<file path="src/flt_pkg.sv">
// Shared types and constants for the file lock table.
`default_nettype none

package flt_pkg;

    // Fixed field widths of the stream payloads
    localparam int unsigned OP_W      = 2;
    localparam int unsigned FILE_W    = 4;
    localparam int unsigned PID_W     = 8;
    localparam int unsigned IO_W      = 16;
    localparam int unsigned OUTCOME_W = 3;
    localparam int unsigned CFG_IDX_W = 1;

    // Register reset values (ms)
    localparam logic [IO_W-1:0] READ_IO_RESET  = 16'd4000;
    localparam logic [IO_W-1:0] WRITE_IO_RESET = 16'd6000;

    // Configuration register indexes
    localparam logic [CFG_IDX_W-1:0] CFG_READ_IO  = 1'b0;
    localparam logic [CFG_IDX_W-1:0] CFG_WRITE_IO = 1'b1;

    typedef enum logic [OP_W-1:0] {
        OP_READ    = 2'd0,
        OP_WRITE   = 2'd1,
        OP_RELEASE = 2'd2,
        OP_RSVD    = 2'd3
    } op_t;

    typedef enum logic [OUTCOME_W-1:0] {
        OC_GRANTED  = 3'd0,
        OC_QUEUED   = 3'd1,
        OC_IDLE     = 3'd2,
        OC_HANDED   = 3'd3,
        OC_IGNORED  = 3'd4,
        OC_REJECTED = 3'd5
    } outcome_t;

    // Controller to datapath
    typedef struct packed {
        logic accept;   // latch request, read file row
        logic fetch;    // read head waiter
        logic commit;   // write state, load result register
    } flt_cmd_t;

    // Datapath to controller
    typedef struct packed {
        logic hand_needed;  // release with waiters pending
        logic out_free;     // result register can take a new result
    } flt_sts_t;

endpackage

`default_nettype wire

</file>
<file path="src/flt_ctrl.sv">
// Sequencing state machine for the file lock table.
`default_nettype none

module flt_ctrl (
    input  wire logic              clk,
    input  wire logic              rst_n,
    input  wire logic              in_valid,
    output logic                   in_ready,
    input  wire flt_pkg::flt_sts_t sts,
    output flt_pkg::flt_cmd_t      cmd
);

    typedef enum logic [1:0] {
        ST_IDLE,
        ST_LOOKUP,
        ST_HANDOFF
    } state_t;

    state_t state_reg;

    always_comb
    begin
        cmd      = '0;
        in_ready = 1'b0;
        case (state_reg)
            ST_IDLE:
            begin
                in_ready   = 1'b1;
                cmd.accept = in_valid;
            end
            ST_LOOKUP:
            begin
                cmd.fetch  = 1'b1;
                cmd.commit = !sts.hand_needed && sts.out_free;
            end
            ST_HANDOFF:
            begin
                cmd.commit = sts.out_free;
            end
            default:
            begin
                cmd = '0;
            end
        endcase
    end

    always_ff @(posedge clk or negedge rst_n)
    begin
        if (!rst_n)
        begin
            state_reg <= ST_IDLE;
        end
        else
        begin
            case (state_reg)
                ST_IDLE:
                begin
                    if (in_valid)
                    begin
                        state_reg <= ST_LOOKUP;
                    end
                end
                ST_LOOKUP:
                begin
                    if (sts.hand_needed)
                    begin
                        state_reg <= ST_HANDOFF;
                    end
                    else if (sts.out_free)
                    begin
                        state_reg <= ST_IDLE;
                    end
                end
                ST_HANDOFF:
                begin
                    if (sts.out_free)
                    begin
                        state_reg <= ST_IDLE;
                    end
                end
                default:
                begin
                    state_reg <= ST_IDLE;
                end
            endcase
        end
    end

endmodule

`default_nettype wire

</file>
<file path="src/flt_datapath.sv">
// File table, waiter queues, config registers and result register.
`default_nettype none

module flt_datapath #(
    parameter int unsigned NUM_FILES   = 16,
    parameter int unsigned QUEUE_DEPTH = 8,
    parameter int unsigned PID_WIDTH   = 8
) (
    input  wire logic                                clk,
    input  wire logic                                rst_n,
    input  wire flt_pkg::flt_cmd_t                   cmd,
    output flt_pkg::flt_sts_t                        sts,
    input  wire logic [flt_pkg::OP_W-1:0]            in_op,
    input  wire logic [flt_pkg::FILE_W-1:0]          in_file,
    input  wire logic [flt_pkg::PID_W-1:0]           in_pid,
    input  wire logic                                cfg_valid,
    input  wire logic [flt_pkg::CFG_IDX_W-1:0]       cfg_index,
    input  wire logic [flt_pkg::IO_W-1:0]            cfg_data,
    input  wire logic                                out_ready,
    output logic                                     out_valid,
    output logic [flt_pkg::OUTCOME_W-1:0]            out_outcome,
    output logic [flt_pkg::PID_W-1:0]                out_gpid,
    output logic [flt_pkg::IO_W-1:0]                 out_io,
    output logic [flt_pkg::PID_W-1:0]                out_cur
);

    localparam int unsigned FW       = (NUM_FILES > 1) ? $clog2(NUM_FILES) : 1;
    localparam int unsigned QW       = (QUEUE_DEPTH > 1) ? $clog2(QUEUE_DEPTH) : 1;
    localparam int unsigned CW       = $clog2(QUEUE_DEPTH + 1);
    localparam int unsigned SW       = CW + 1;
    localparam int unsigned WQ_DEPTH = NUM_FILES * QUEUE_DEPTH;
    localparam int unsigned AW       = (WQ_DEPTH > 1) ? $clog2(WQ_DEPTH) : 1;
    localparam int unsigned EXT_W    = 9;
    localparam int unsigned PID_EXT  = 16;
    localparam int unsigned IO_W     = flt_pkg::IO_W;
    localparam logic [EXT_W-1:0] NF_LIMIT = EXT_W'(NUM_FILES);

    typedef struct packed {
        logic [PID_WIDTH-1:0] owner;
        logic [QW-1:0]        head;
        logic [CW-1:0]        count;
    } row_t;

    typedef struct packed {
        logic [IO_W-1:0]      io;
        logic [PID_WIDTH-1:0] pid;
    } waiter_t;

    // Storage
    row_t                 row_mem [NUM_FILES];
    waiter_t              wq_mem  [WQ_DEPTH];
    logic [NUM_FILES-1:0] owner_valid_reg;

    // Config registers
    logic [IO_W-1:0] read_io_reg;
    logic [IO_W-1:0] write_io_reg;

    // Latched request
    flt_pkg::op_t         op_reg;
    logic [FW-1:0]        file_reg;
    logic                 in_range_reg;
    logic [PID_WIDTH-1:0] pid_reg;
    logic [IO_W-1:0]      io_reg;
    logic                 held_reg;
    row_t                 row_reg;
    waiter_t              wq_rd_reg;

    // Result register
    logic                           out_valid_reg;
    logic [flt_pkg::OUTCOME_W-1:0]  out_outcome_reg;
    logic [flt_pkg::PID_W-1:0]      out_gpid_reg;
    logic [IO_W-1:0]                out_io_reg;
    logic [flt_pkg::PID_W-1:0]      out_cur_reg;

    // Accept-side decode
    logic [EXT_W-1:0]     acc_ext;
    logic [FW-1:0]        acc_idx;
    logic                 acc_in_range;
    logic [PID_EXT-1:0]   acc_pid_ext;

    // Decision
    logic                 is_req;
    logic                 same_owner;
    logic                 full;
    logic [SW-1:0]        tail_sum;
    logic [SW-1:0]        tail_wrap;
    logic [QW-1:0]        tail_slot;
    logic [SW-1:0]        head_inc;
    logic [QW-1:0]        next_head;
    logic [AW-1:0]        wq_base;
    logic [AW-1:0]        wq_wr_addr;
    logic [AW-1:0]        wq_rd_addr;
    logic                 hand_needed;

    flt_pkg::outcome_t    res_outcome;
    logic [PID_WIDTH-1:0] res_gpid;
    logic [IO_W-1:0]      res_io;
    logic [PID_WIDTH-1:0] res_cur;
    logic [PID_EXT-1:0]   res_gpid_ext;
    logic [PID_EXT-1:0]   res_cur_ext;
    row_t                 row_next;
    logic                 row_we;
    logic                 wq_we;
    logic                 valid_set;
    logic                 valid_clr;

    assign acc_ext      = EXT_W'(in_file);
    assign acc_idx      = acc_ext[FW-1:0];
    assign acc_in_range = acc_ext < NF_LIMIT;
    assign acc_pid_ext  = PID_EXT'(in_pid);

    assign is_req     = (op_reg == flt_pkg::OP_READ) || (op_reg == flt_pkg::OP_WRITE);
    assign same_owner = row_reg.owner == pid_reg;
    assign full       = row_reg.count == CW'(QUEUE_DEPTH);

    // FIFO slot arithmetic; head + count stays below twice the depth
    assign tail_sum   = SW'(row_reg.head) + SW'(row_reg.count);
    assign tail_wrap  = (tail_sum >= SW'(QUEUE_DEPTH)) ? tail_sum - SW'(QUEUE_DEPTH)
                                                        : tail_sum;
    assign tail_slot  = tail_wrap[QW-1:0];
    assign head_inc   = SW'(row_reg.head) + SW'(1);
    assign next_head  = (head_inc == SW'(QUEUE_DEPTH)) ? '0 : head_inc[QW-1:0];

    assign wq_base    = AW'(file_reg) * AW'(QUEUE_DEPTH);
    assign wq_wr_addr = wq_base + AW'(tail_slot);
    assign wq_rd_addr = wq_base + AW'(row_reg.head);

    assign hand_needed = (op_reg == flt_pkg::OP_RELEASE) && in_range_reg && held_reg
                         && (row_reg.count != '0);

    always_comb
    begin
        res_outcome = flt_pkg::OC_IGNORED;
        res_gpid    = '0;
        res_io      = '0;
        res_cur     = '0;
        row_next    = row_reg;
        row_we      = 1'b0;
        wq_we       = 1'b0;
        valid_set   = 1'b0;
        valid_clr   = 1'b0;
        if (is_req)
        begin
            if (!in_range_reg)
            begin
                res_outcome = flt_pkg::OC_REJECTED;
            end
            else if (!held_reg || same_owner)
            begin
                res_outcome    = flt_pkg::OC_GRANTED;
                res_gpid       = pid_reg;
                res_io         = io_reg;
                row_next.owner = pid_reg;
                if (!held_reg)
                begin
                    // row of a free file may be stale or never written
                    row_next.head  = '0;
                    row_next.count = '0;
                end
                row_we    = 1'b1;
                valid_set = 1'b1;
            end
            else if (full)
            begin
                res_outcome = flt_pkg::OC_REJECTED;
                res_cur     = row_reg.owner;
            end
            else
            begin
                res_outcome    = flt_pkg::OC_QUEUED;
                res_cur        = row_reg.owner;
                row_next.count = row_reg.count + CW'(1);
                row_we         = 1'b1;
                wq_we          = 1'b1;
            end
        end
        else if ((op_reg == flt_pkg::OP_RELEASE) && in_range_reg && held_reg)
        begin
            if (hand_needed)
            begin
                res_outcome    = flt_pkg::OC_HANDED;
                res_gpid       = wq_rd_reg.pid;
                res_io         = wq_rd_reg.io;
                row_next.owner = wq_rd_reg.pid;
                row_next.head  = next_head;
                row_next.count = row_reg.count - CW'(1);
                row_we         = 1'b1;
            end
            else
            begin
                res_outcome = flt_pkg::OC_IDLE;
                valid_clr   = 1'b1;
            end
        end
    end

    assign res_gpid_ext = PID_EXT'(res_gpid);
    assign res_cur_ext  = PID_EXT'(res_cur);

    // Config registers
    always_ff @(posedge clk or negedge rst_n)
    begin
        if (!rst_n)
        begin
            read_io_reg  <= flt_pkg::READ_IO_RESET;
            write_io_reg <= flt_pkg::WRITE_IO_RESET;
        end
        else if (cfg_valid)
        begin
            case (cfg_index)
                flt_pkg::CFG_READ_IO:  read_io_reg  <= cfg_data;
                flt_pkg::CFG_WRITE_IO: write_io_reg <= cfg_data;
                default:               read_io_reg  <= read_io_reg;
            endcase
        end
    end

    // Request latch, file row read and file row write
    always_ff @(posedge clk)
    begin
        if (cmd.accept)
        begin
            op_reg       <= flt_pkg::op_t'(in_op);
            file_reg     <= acc_idx;
            in_range_reg <= acc_in_range;
            pid_reg      <= acc_pid_ext[PID_WIDTH-1:0];
            io_reg       <= (flt_pkg::op_t'(in_op) == flt_pkg::OP_WRITE) ? write_io_reg
                                                                          : read_io_reg;
            held_reg     <= owner_valid_reg[acc_idx];
            row_reg      <= row_mem[acc_idx];
        end
        if (cmd.commit && row_we)
        begin
            row_mem[file_reg] <= row_next;
        end
    end

    // Waiter store: one write and one read port
    always_ff @(posedge clk)
    begin
        if (cmd.fetch)
        begin
            wq_rd_reg <= wq_mem[wq_rd_addr];
        end
        if (cmd.commit && wq_we)
        begin
            wq_mem[wq_wr_addr] <= '{io: io_reg, pid: pid_reg};
        end
    end

    always_ff @(posedge clk or negedge rst_n)
    begin
        if (!rst_n)
        begin
            owner_valid_reg <= '0;
        end
        else if (cmd.commit)
        begin
            if (valid_set)
            begin
                owner_valid_reg[file_reg] <= 1'b1;
            end
            else if (valid_clr)
            begin
                owner_valid_reg[file_reg] <= 1'b0;
            end
        end
    end

    // Result register
    always_ff @(posedge clk or negedge rst_n)
    begin
        if (!rst_n)
        begin
            out_valid_reg <= 1'b0;
        end
        else if (cmd.commit)
        begin
            out_valid_reg <= 1'b1;
        end
        else if (out_ready)
        begin
            out_valid_reg <= 1'b0;
        end
    end

    always_ff @(posedge clk)
    begin
        if (cmd.commit)
        begin
            out_outcome_reg <= res_outcome;
            out_gpid_reg    <= res_gpid_ext[flt_pkg::PID_W-1:0];
            out_io_reg      <= res_io;
            out_cur_reg     <= res_cur_ext[flt_pkg::PID_W-1:0];
        end
    end

    assign sts.hand_needed = hand_needed;
    assign sts.out_free    = !out_valid_reg || out_ready;

    assign out_valid   = out_valid_reg;
    assign out_outcome = out_outcome_reg;
    assign out_gpid    = out_gpid_reg;
    assign out_io      = out_io_reg;
    assign out_cur     = out_cur_reg;

endmodule

`default_nettype wire

</file>
<file path="src/file_lock_table_with_fifo_waiters.sv">
// Top level of the file lock table with FIFO wait queues.
//
//  Channel | Direction | Handshake                      | Payload
//  --------+-----------+--------------------------------+---------------------------------
//  s_axis  | in        | s_axis_tvalid / s_axis_tready  | tuser op, tdata file + pid
//  m_axis  | out       | m_axis_tvalid / m_axis_tready  | tuser outcome, tdata pid/io/owner
//  cfg     | in        | cfg_valid / cfg_ready          | cfg_index, cfg_data (io times)
//
// One request at a time. A transfer on s_axis is followed by a file-row lookup
// state; grants, queue pushes, rejects, idle releases and ignores commit there.
// A release handed to a waiter reads the waiter store (registered read port) in
// the lookup state and commits from the handoff state that follows.
// The result sits in an output register; the next request is taken while it
// waits. A new result stalls at commit until that register is free.
// Reset (rst_n, async) frees every file and empties every queue at once; no
// clearing pass. cfg_ready is always high.
`default_nettype none

module file_lock_table_with_fifo_waiters #(
    parameter int unsigned NUM_FILES   = 16,
    parameter int unsigned QUEUE_DEPTH = 8,
    parameter int unsigned PID_WIDTH   = 8
) (
    input  wire logic        clk,
    input  wire logic        rst_n,
    input  wire logic        s_axis_tvalid,
    output logic             s_axis_tready,
    input  wire logic [15:0] s_axis_tdata,   // [3:0] file_index, [11:4] requester_pid, [15:12] 0
    input  wire logic [1:0]  s_axis_tuser,   // [1:0] op
    output logic             m_axis_tvalid,
    input  wire logic        m_axis_tready,
    output logic [31:0]      m_axis_tdata,   // [7:0] granted_pid, [23:8] io_time,
                                             // [31:24] current_owner
    output logic [2:0]       m_axis_tuser,   // [2:0] outcome
    input  wire logic        cfg_valid,
    output logic             cfg_ready,
    input  wire logic        cfg_index,      // 0 read_io_time, 1 write_io_time
    input  wire logic [15:0] cfg_data
);

    flt_pkg::flt_cmd_t cmd;
    flt_pkg::flt_sts_t sts;

    logic [flt_pkg::PID_W-1:0] out_gpid;
    logic [flt_pkg::IO_W-1:0]  out_io;
    logic [flt_pkg::PID_W-1:0] out_cur;

    flt_ctrl u_ctrl (
        .clk      (clk),
        .rst_n    (rst_n),
        .in_valid (s_axis_tvalid),
        .in_ready (s_axis_tready),
        .sts      (sts),
        .cmd      (cmd)
    );

    flt_datapath #(
        .NUM_FILES   (NUM_FILES),
        .QUEUE_DEPTH (QUEUE_DEPTH),
        .PID_WIDTH   (PID_WIDTH)
    ) u_dp (
        .clk         (clk),
        .rst_n       (rst_n),
        .cmd         (cmd),
        .sts         (sts),
        .in_op       (s_axis_tuser),
        .in_file     (s_axis_tdata[3:0]),
        .in_pid      (s_axis_tdata[11:4]),
        .cfg_valid   (cfg_valid),
        .cfg_index   (cfg_index),
        .cfg_data    (cfg_data),
        .out_ready   (m_axis_tready),
        .out_valid   (m_axis_tvalid),
        .out_outcome (m_axis_tuser),
        .out_gpid    (out_gpid),
        .out_io      (out_io),
        .out_cur     (out_cur)
    );

    // Config writes are never back-pressured
    assign cfg_ready    = 1'b1;
    assign m_axis_tdata = {out_cur, out_io, out_gpid};

endmodule

`default_nettype wire

</file>
<file path="config.mk">
export PLATFORM = sky130hd
export DESIGN_NAME = file_lock_table_with_fifo_waiters
export DESIGN_NICKNAME = d
export VERILOG_FILES = /design/src/flt_pkg.sv /design/src/flt_ctrl.sv /design/src/flt_datapath.sv /design/src/file_lock_table_with_fifo_waiters.sv
export SDC_FILE = /design/constraint.sdc
export NUM_CORES = 2
export LEC_CHECK = 0
export BUFFER_PORTS_ARGS = -buffer_cell sky130_fd_sc_hd__buf_4
export CAP_MARGIN = 20
export CORE_MARGIN = 2
export CORE_UTILIZATION = 40
export CTS_CLUSTER_DIAMETER = 150
export DETAILED_ROUTE_END_ITERATION = 8
export GPL_TIMING_DRIVEN = 0
export PLACE_DENSITY = 0.61
export SYNTH_ARGS = -nofsm -noshare
export SYNTH_HDL_FRONTEND = slang
export SYNTH_SLANG_ARGS = --single-unit
export TNS_END_PERCENT = 20
</file>
<file path="constraint.sdc">
create_clock -name clk -period 5.46 [get_ports clk]
set_clock_uncertainty 0.2 [all_clocks]
set_input_delay 0.273 -clock clk [delete_from_list [all_inputs] [get_ports clk]]
set_output_delay 0.273 -clock clk [all_outputs]
set_load 0.01 [all_outputs]
</file>
### Yosys cells after proc, flatten, opt, wreduce, memory -nomap -nowiden

Memories as Yosys holds them, arrays and structs flattened. A register that Yosys moved wholly into a read port is not among the register bits.
Cells that the tools add are included.

| word-level totals | value |
|---|---|
| register bits after elaboration | 118 |
| memory bits (writable) | 3312 |
| input port bits | 40 |
| output and inout port bits | 38 |
| logic and storage cells | 128 |
| memories kept | 2 |

| operators by class | value |
|---|---|
| $add $sub $neg | 7 |
| magnitude comparators | 5 |
| eq/ne operators | 9 |
| mux-type cells | 62 |
| bitwise operators | 6 |
| reduce and logical (&&, ||, !) cells | 22 |

Memory list:

| name | depth | bits a word | read ports | clocked after Yosys merged registers in | wr ports | line | text |
|---|---|---|---|---|---|---|---|
| u_dp.wq_mem | 128 | 24 | 1 | 1 | 1 | flt_datapath.sv:51 | `waiter_t wq_mem [WQ_DEPTH];` |
| u_dp.row_mem | 16 | 15 | 1 | 1 | 1 | flt_datapath.sv:50 | `row_t row_mem [NUM_FILES];` |

Operators by type and width:

| operator | count |
|---|---|
| 2-to-1 mux 16 bit | 8 |
| 2-to-1 mux 15 bit | 4 |
| 2-to-1 mux 8 bit | 5 |
| 2-to-1 mux 1 bit | 27 |
| 2-to-1 mux 3 bit | 7 |
| bitwise AND 16 bit | 1 |
| NOT 16 bit | 1 |
| bitwise OR 16 bit | 1 |
| less-than comparator 4 x 5 -> 1 bit, second input constant | 3 |
| adder 7 x 3 -> 7 bit | 2 |
| 2-to-1 mux 11 bit | 1 |
| == test 8 bit | 1 |
| 2-to-1 mux 4 bit | 2 |
| logical AND 1 bit | 7 |
| 2-to-1 mux 7 bit | 1 |
| == test 2 x 1 -> 1 bit, second input constant | 3 |
| 2-to-1 mux 2 bit | 3 |
| case mux 2 bit (3 select lines) | 1 |
| AND reduction 2 bit | 3 |
| adder 3 x 4 -> 5 bit | 1 |
| == test 5 x 4 -> 1 bit, second input constant | 1 |
| >= comparator 5 x 4 -> 1 bit, second input constant | 1 |
| adder 3 x 1 -> 4 bit, second input constant | 1 |
| adder 4 x 1 -> 4 bit, second input constant | 1 |
| 16 further kinds | 25 |

### Logic depth before layout (Yosys ltp)

| logic depth | value |
|---|---|
| depth in word-level cells | 10 |
| gate-level depth with buffers | 10 |
| mapped depth without buffers | 8 |

### Cells and area by module

A second synthesis with hierarchy kept.

| second synthesis, totals | value |
|---|---|
| cells, all modules | 6358 |
| area, all modules | 133514.3 um^2 |

Modules (own cells, without submodules):

| module | instances | cells each | area an instance (um^2) | sequential area each (um^2) |
|---|---|---|---|---|
| flt_datapath | 1 | 6335 | 133305.4 | 103850.9 |
| flt_ctrl | 1 | 21 | 197.7 | 50.0 |
| file_lock_table_with_fifo_waiters | 1 | 2 | 11.3 | 0.0 |

### Least setup slack after synthesis

OpenSTA, ideal clock, no wires.

| timing | value |
|---|---|
| path type | register -> register |
| start | register u_ctrl.state_reg[1] |
| end | memory u_dp.wq_mem[32][0] in the netlist's numbering (enable) |
| library setup time | 0.405 ns |
| arrival time | 4.297 ns |
| data required time | 4.855 ns |
| slack | 0.558 ns |
| stages on the path, launching flop included | 10 |
| buffers on the path | 2 |
| clock period less this slack | 4.902 ns |
| cell sequence | dfrtp_1 inv_1 ha_1 o21ai_1 a21oi_2 and4_1 buf_4 buf_12 nand3_4 nor2_1 |

RTL lines:

| item | line | text |
|---|---|---|
| start: declaration | flt_ctrl.sv:19 | `state_t state_reg;` |
| start signal: assignment | flt_ctrl.sv:51 | `state_reg <= ST_IDLE;` |
| start signal: assignment | flt_ctrl.sv:60 | `state_reg <= ST_LOOKUP;` |
| start signal: assignment | flt_ctrl.sv:67 | `state_reg <= ST_HANDOFF;` |
| end: declaration | flt_datapath.sv:51 |  |

### Final worst setup path

| timing | value |
|---|---|
| start | register u_dp.file_reg[1] |
| end | register, netlist name u_dp.wq_rd_reg[4] |

| between the ends | value |
|---|---|
| cells in the longest elaborated chain, start to end | 1 |

Ends and longest elaborated chain:

| item | line | text |
|---|---|---|
| start: declaration | flt_datapath.sv:60 | `logic [FW-1:0] file_reg;` |
| start signal: assignment | flt_datapath.sv:224 | `file_reg <= acc_idx;` |
| adder 7 x 3 -> 7 bit | flt_datapath.sv:126 | `assign wq_rd_addr = wq_base + AW'(row_reg.head);` |

Every way passes these cells.
A chain may end at the register's enable or synchronous reset.

==> results.cfg <==
[cells_and_area]
nets = 7179
layout-drive-gt1-share = 0.286
area_growth_pct = 21.0
fin_util = 0.485
largest_reg_flops = 3072

[floorplanning]
start_util = 0.401
io_pins = 78
die_h_um = 582
die_x_um = 582
num_rows = 212
die_area_sq_um = 338000
core-area_sq_um = 333000

[yosys]
yosys.area.top_type_share = 0.769
netlist_instances = 6214
syn_avg_cell_area_sq_um = 21.5
synth_edf_count = 3417
synth.distinct_cells = 50
synth-seq-cells = 3468
synth_ff_type = edfxtp_1
yosys-top-cells-area = edfxtp_1, mux4_2, mux2i_1
synth_nets = 6263
syn_area_sq_um = 134000
yosysSeqAreaShare = 0.778
synth-warning-count = 0
yosysTopAreaCell = edfxtp_1
synthArstFlopShare = 0.0147

[critical_path]
worst_ep_required_time_ps = 5850
worstPathArrival_ps = 6060
worstPathMaxFanout = 10
crit_path_end_kind = flip-flop
startpoint_type = flip-flop
critical_path_class = reg2reg

[global_routing]
grt_usage = 0.250
antenna_found_initial = 34
grt_pass1_wl_um = 581000
grt_max_degree = 39
grt_pass1_vias = 69783
overflow = 0

[sta]
slew_violations = 0
tightestPinTransition_ps = 1400
post-route-min-period_ps = 5670
fmax_ghz = 0.176
finalSetupTns_ps = -424
rsz0062_at_grt = true
fin_crit_sh = 1.04
setup_ws_ps = -214
finalHoldViolCount = 0
slew_headroom = 0.0636
finalSetupViolCount = 2

[route]
wl_per_cell_um = 36.5
firstDrtPassIters = 9
vias = 72773
drc_errors = 2
viasPerCell = 6.16
drt-total-wl_um = 431000
drt_iter0_markers = 12090
detail-route-antenna-nets = 0

[clocking]
clkTransAtPathRegs_ps = 70
ctsHtreeMaxLevel = 5
clkSinkCount = 3468
clk_latency_ps = 910
clk_path_buf_depth = 4
cts_buffers = 352
cts_tree = done
root_buffer = clkbuf_16

[flow_run]
drv_cap = 0

[placement]
gp_congestion = 0.966
dp_worst_setup_slack_ps = -684
portBuffers = 72
dp.final_hpwl_um = 299000

[status]
outcome = finished with violations
violations = DRC, setup timing

[pwr]
total_power_uw = 69100
peakVddDrop_uv = 324
leakage_uw = 0.0527
power_density_nw_per_um2 = 427

[hold_path]
hold_path_class = in2reg
[cells in the final DEF, fill, tap and decap left out, types with 10 or more instances in the layout]
master	n
nor2_4	128
buf_4	171
mux2i_1	674
clkbuf_16	356
buf_16	180
buf_12	134
clkbuf_1	176
clkbuf_4	11
clkinvlp_4	17
nor2_2	17
clkinv_2	50
nand3_4	10
buf_1	12
dlygate4sd3_1	73
dfstp_2	13
buf_2	159
nor3_1	18
xnor2_1	11
o21ai_0	107
a22o_1	25
a22oi_1	96
o22ai_1	142
a31oi_1	96
dfrtp_1	38
bufinv_16	43
buf_8	33
inv_1	10
mux4_2	656
diode_2	17
edfxtp_1	3417
clkinv_8	12
a21oi_1	99
clkinv_1	75
nand2_1	117
buf_6	18
nor2b_1	10
nor2_1	33
mux2_2	64
[final cells by class]
class | instances | area (sq um)
clock buffers | 418 | 9150
clock inverters | 210 | 2320
repair buffers | 562 | 9980
diodes | 17 | 42.5
fillers | 26298 | 171000
plain buffers | 350 | 1770
inverters | 12 | 45.0
well taps | 4387 | 5490
multi-input cells | 2384 | 28900
flip-flops and latches | 3468 | 104000
[synth_stat cells (13+ instances only)]
master / instances
a21oi_1: 99
a22o_1: 25
a22oi_1: 96
a31oi_1: 96
buf_1: 13
buf_2: 157
buf_4: 49
clkbuf_1: 128
dfrtp_1: 38
dfstp_2: 13
edfxtp_1: 3417
mux2_2: 64
mux2i_1: 674
mux4_2: 656
nand2_1: 123
nor2_1: 177
nor3_1: 18
o21ai_0: 109
o22ai_1: 144
[final timing paths]
kind / from / to / slack, ps / depth (start not counted)
worst max-delay path: u_dp.file_reg[1] / u_dp.wq_rd_reg[4] / -210 / 7
worst max register to register: u_dp.file_reg[1] / u_dp.wq_rd_reg[4] / -210 / 7
max in group asynchronous: rst_n / async pin / 4420 / 4
worst min-delay path: m_axis_tready / u_dp.out_valid / 130 / 4
worst min register to register: u_dp.read_io_reg[0] / u_dp.read_io_reg[0] / 310 / 1
min in group asynchronous: rst_n / u_dp.read_io_reg[10] / 350 / 3
[per-stage QoR]
step | hold WS, ps | instances | instance area, sq um
after detailed placement | 154 | 10999 | 148000
after floorplan | -223 | 6214 | 134000
after global routing | 147 | 11795 | 162000
after global placement | 142 | 10673 | 140000
after CTS | 80.6 | 11768 | 161000
final | 126 | 11808 | 162000
[logic make-up after synthesis]
family | Yosys count | share of synthesized area
AND/OR/NAND/NOR | 380 | 0.0130
multiplexers | 1394 | 0.167
buffers and inverters | 362 | 0.0133
flip-flops | 3468 | 0.778
adder cells (fa/ha/maj) | 9 | 0.000900
other | 1 | 0.0000281
AO/OA/AOI/OAI | 587 | 0.0271
XOR/XNOR | 13 | 0.000853
[critical path: stages, from the launching register on]
cell	delay (ps)
edfxtp_1	670
nand2_1	200
clkbuf_1	1010
clkbuf_1	980
clkbuf_1	960
o22ai_1	470
o22ai_1	550
nor2_1	280
[metal layers]
metal,vias up,GRT usage,wire (um)
li1,27842,-,-
met1,38495,0.329,158000
met2,5257,0.370,189000
met3,1167,0.0809,55400
met4,12,0.132,27600
met5,-,0,324
[power breakdown]
| group | internal, uW | switching, uW |
|---|---|---|
| Clock | 14000 | 10200 |
| Sequential | 31000 | 447 |
| Combinational | 4410 | 8910 |
[what timing repair did]
action	in CTS	in global routing
pin swaps	39	5
resized for setup	15	5
setup buffers	67	6
setup endpoints to repair	1892	450
endpoints found under the hold margin	151	0
hold buffers	74	0
gates cloned	0	0
Power figures use the tool's default switching activity.
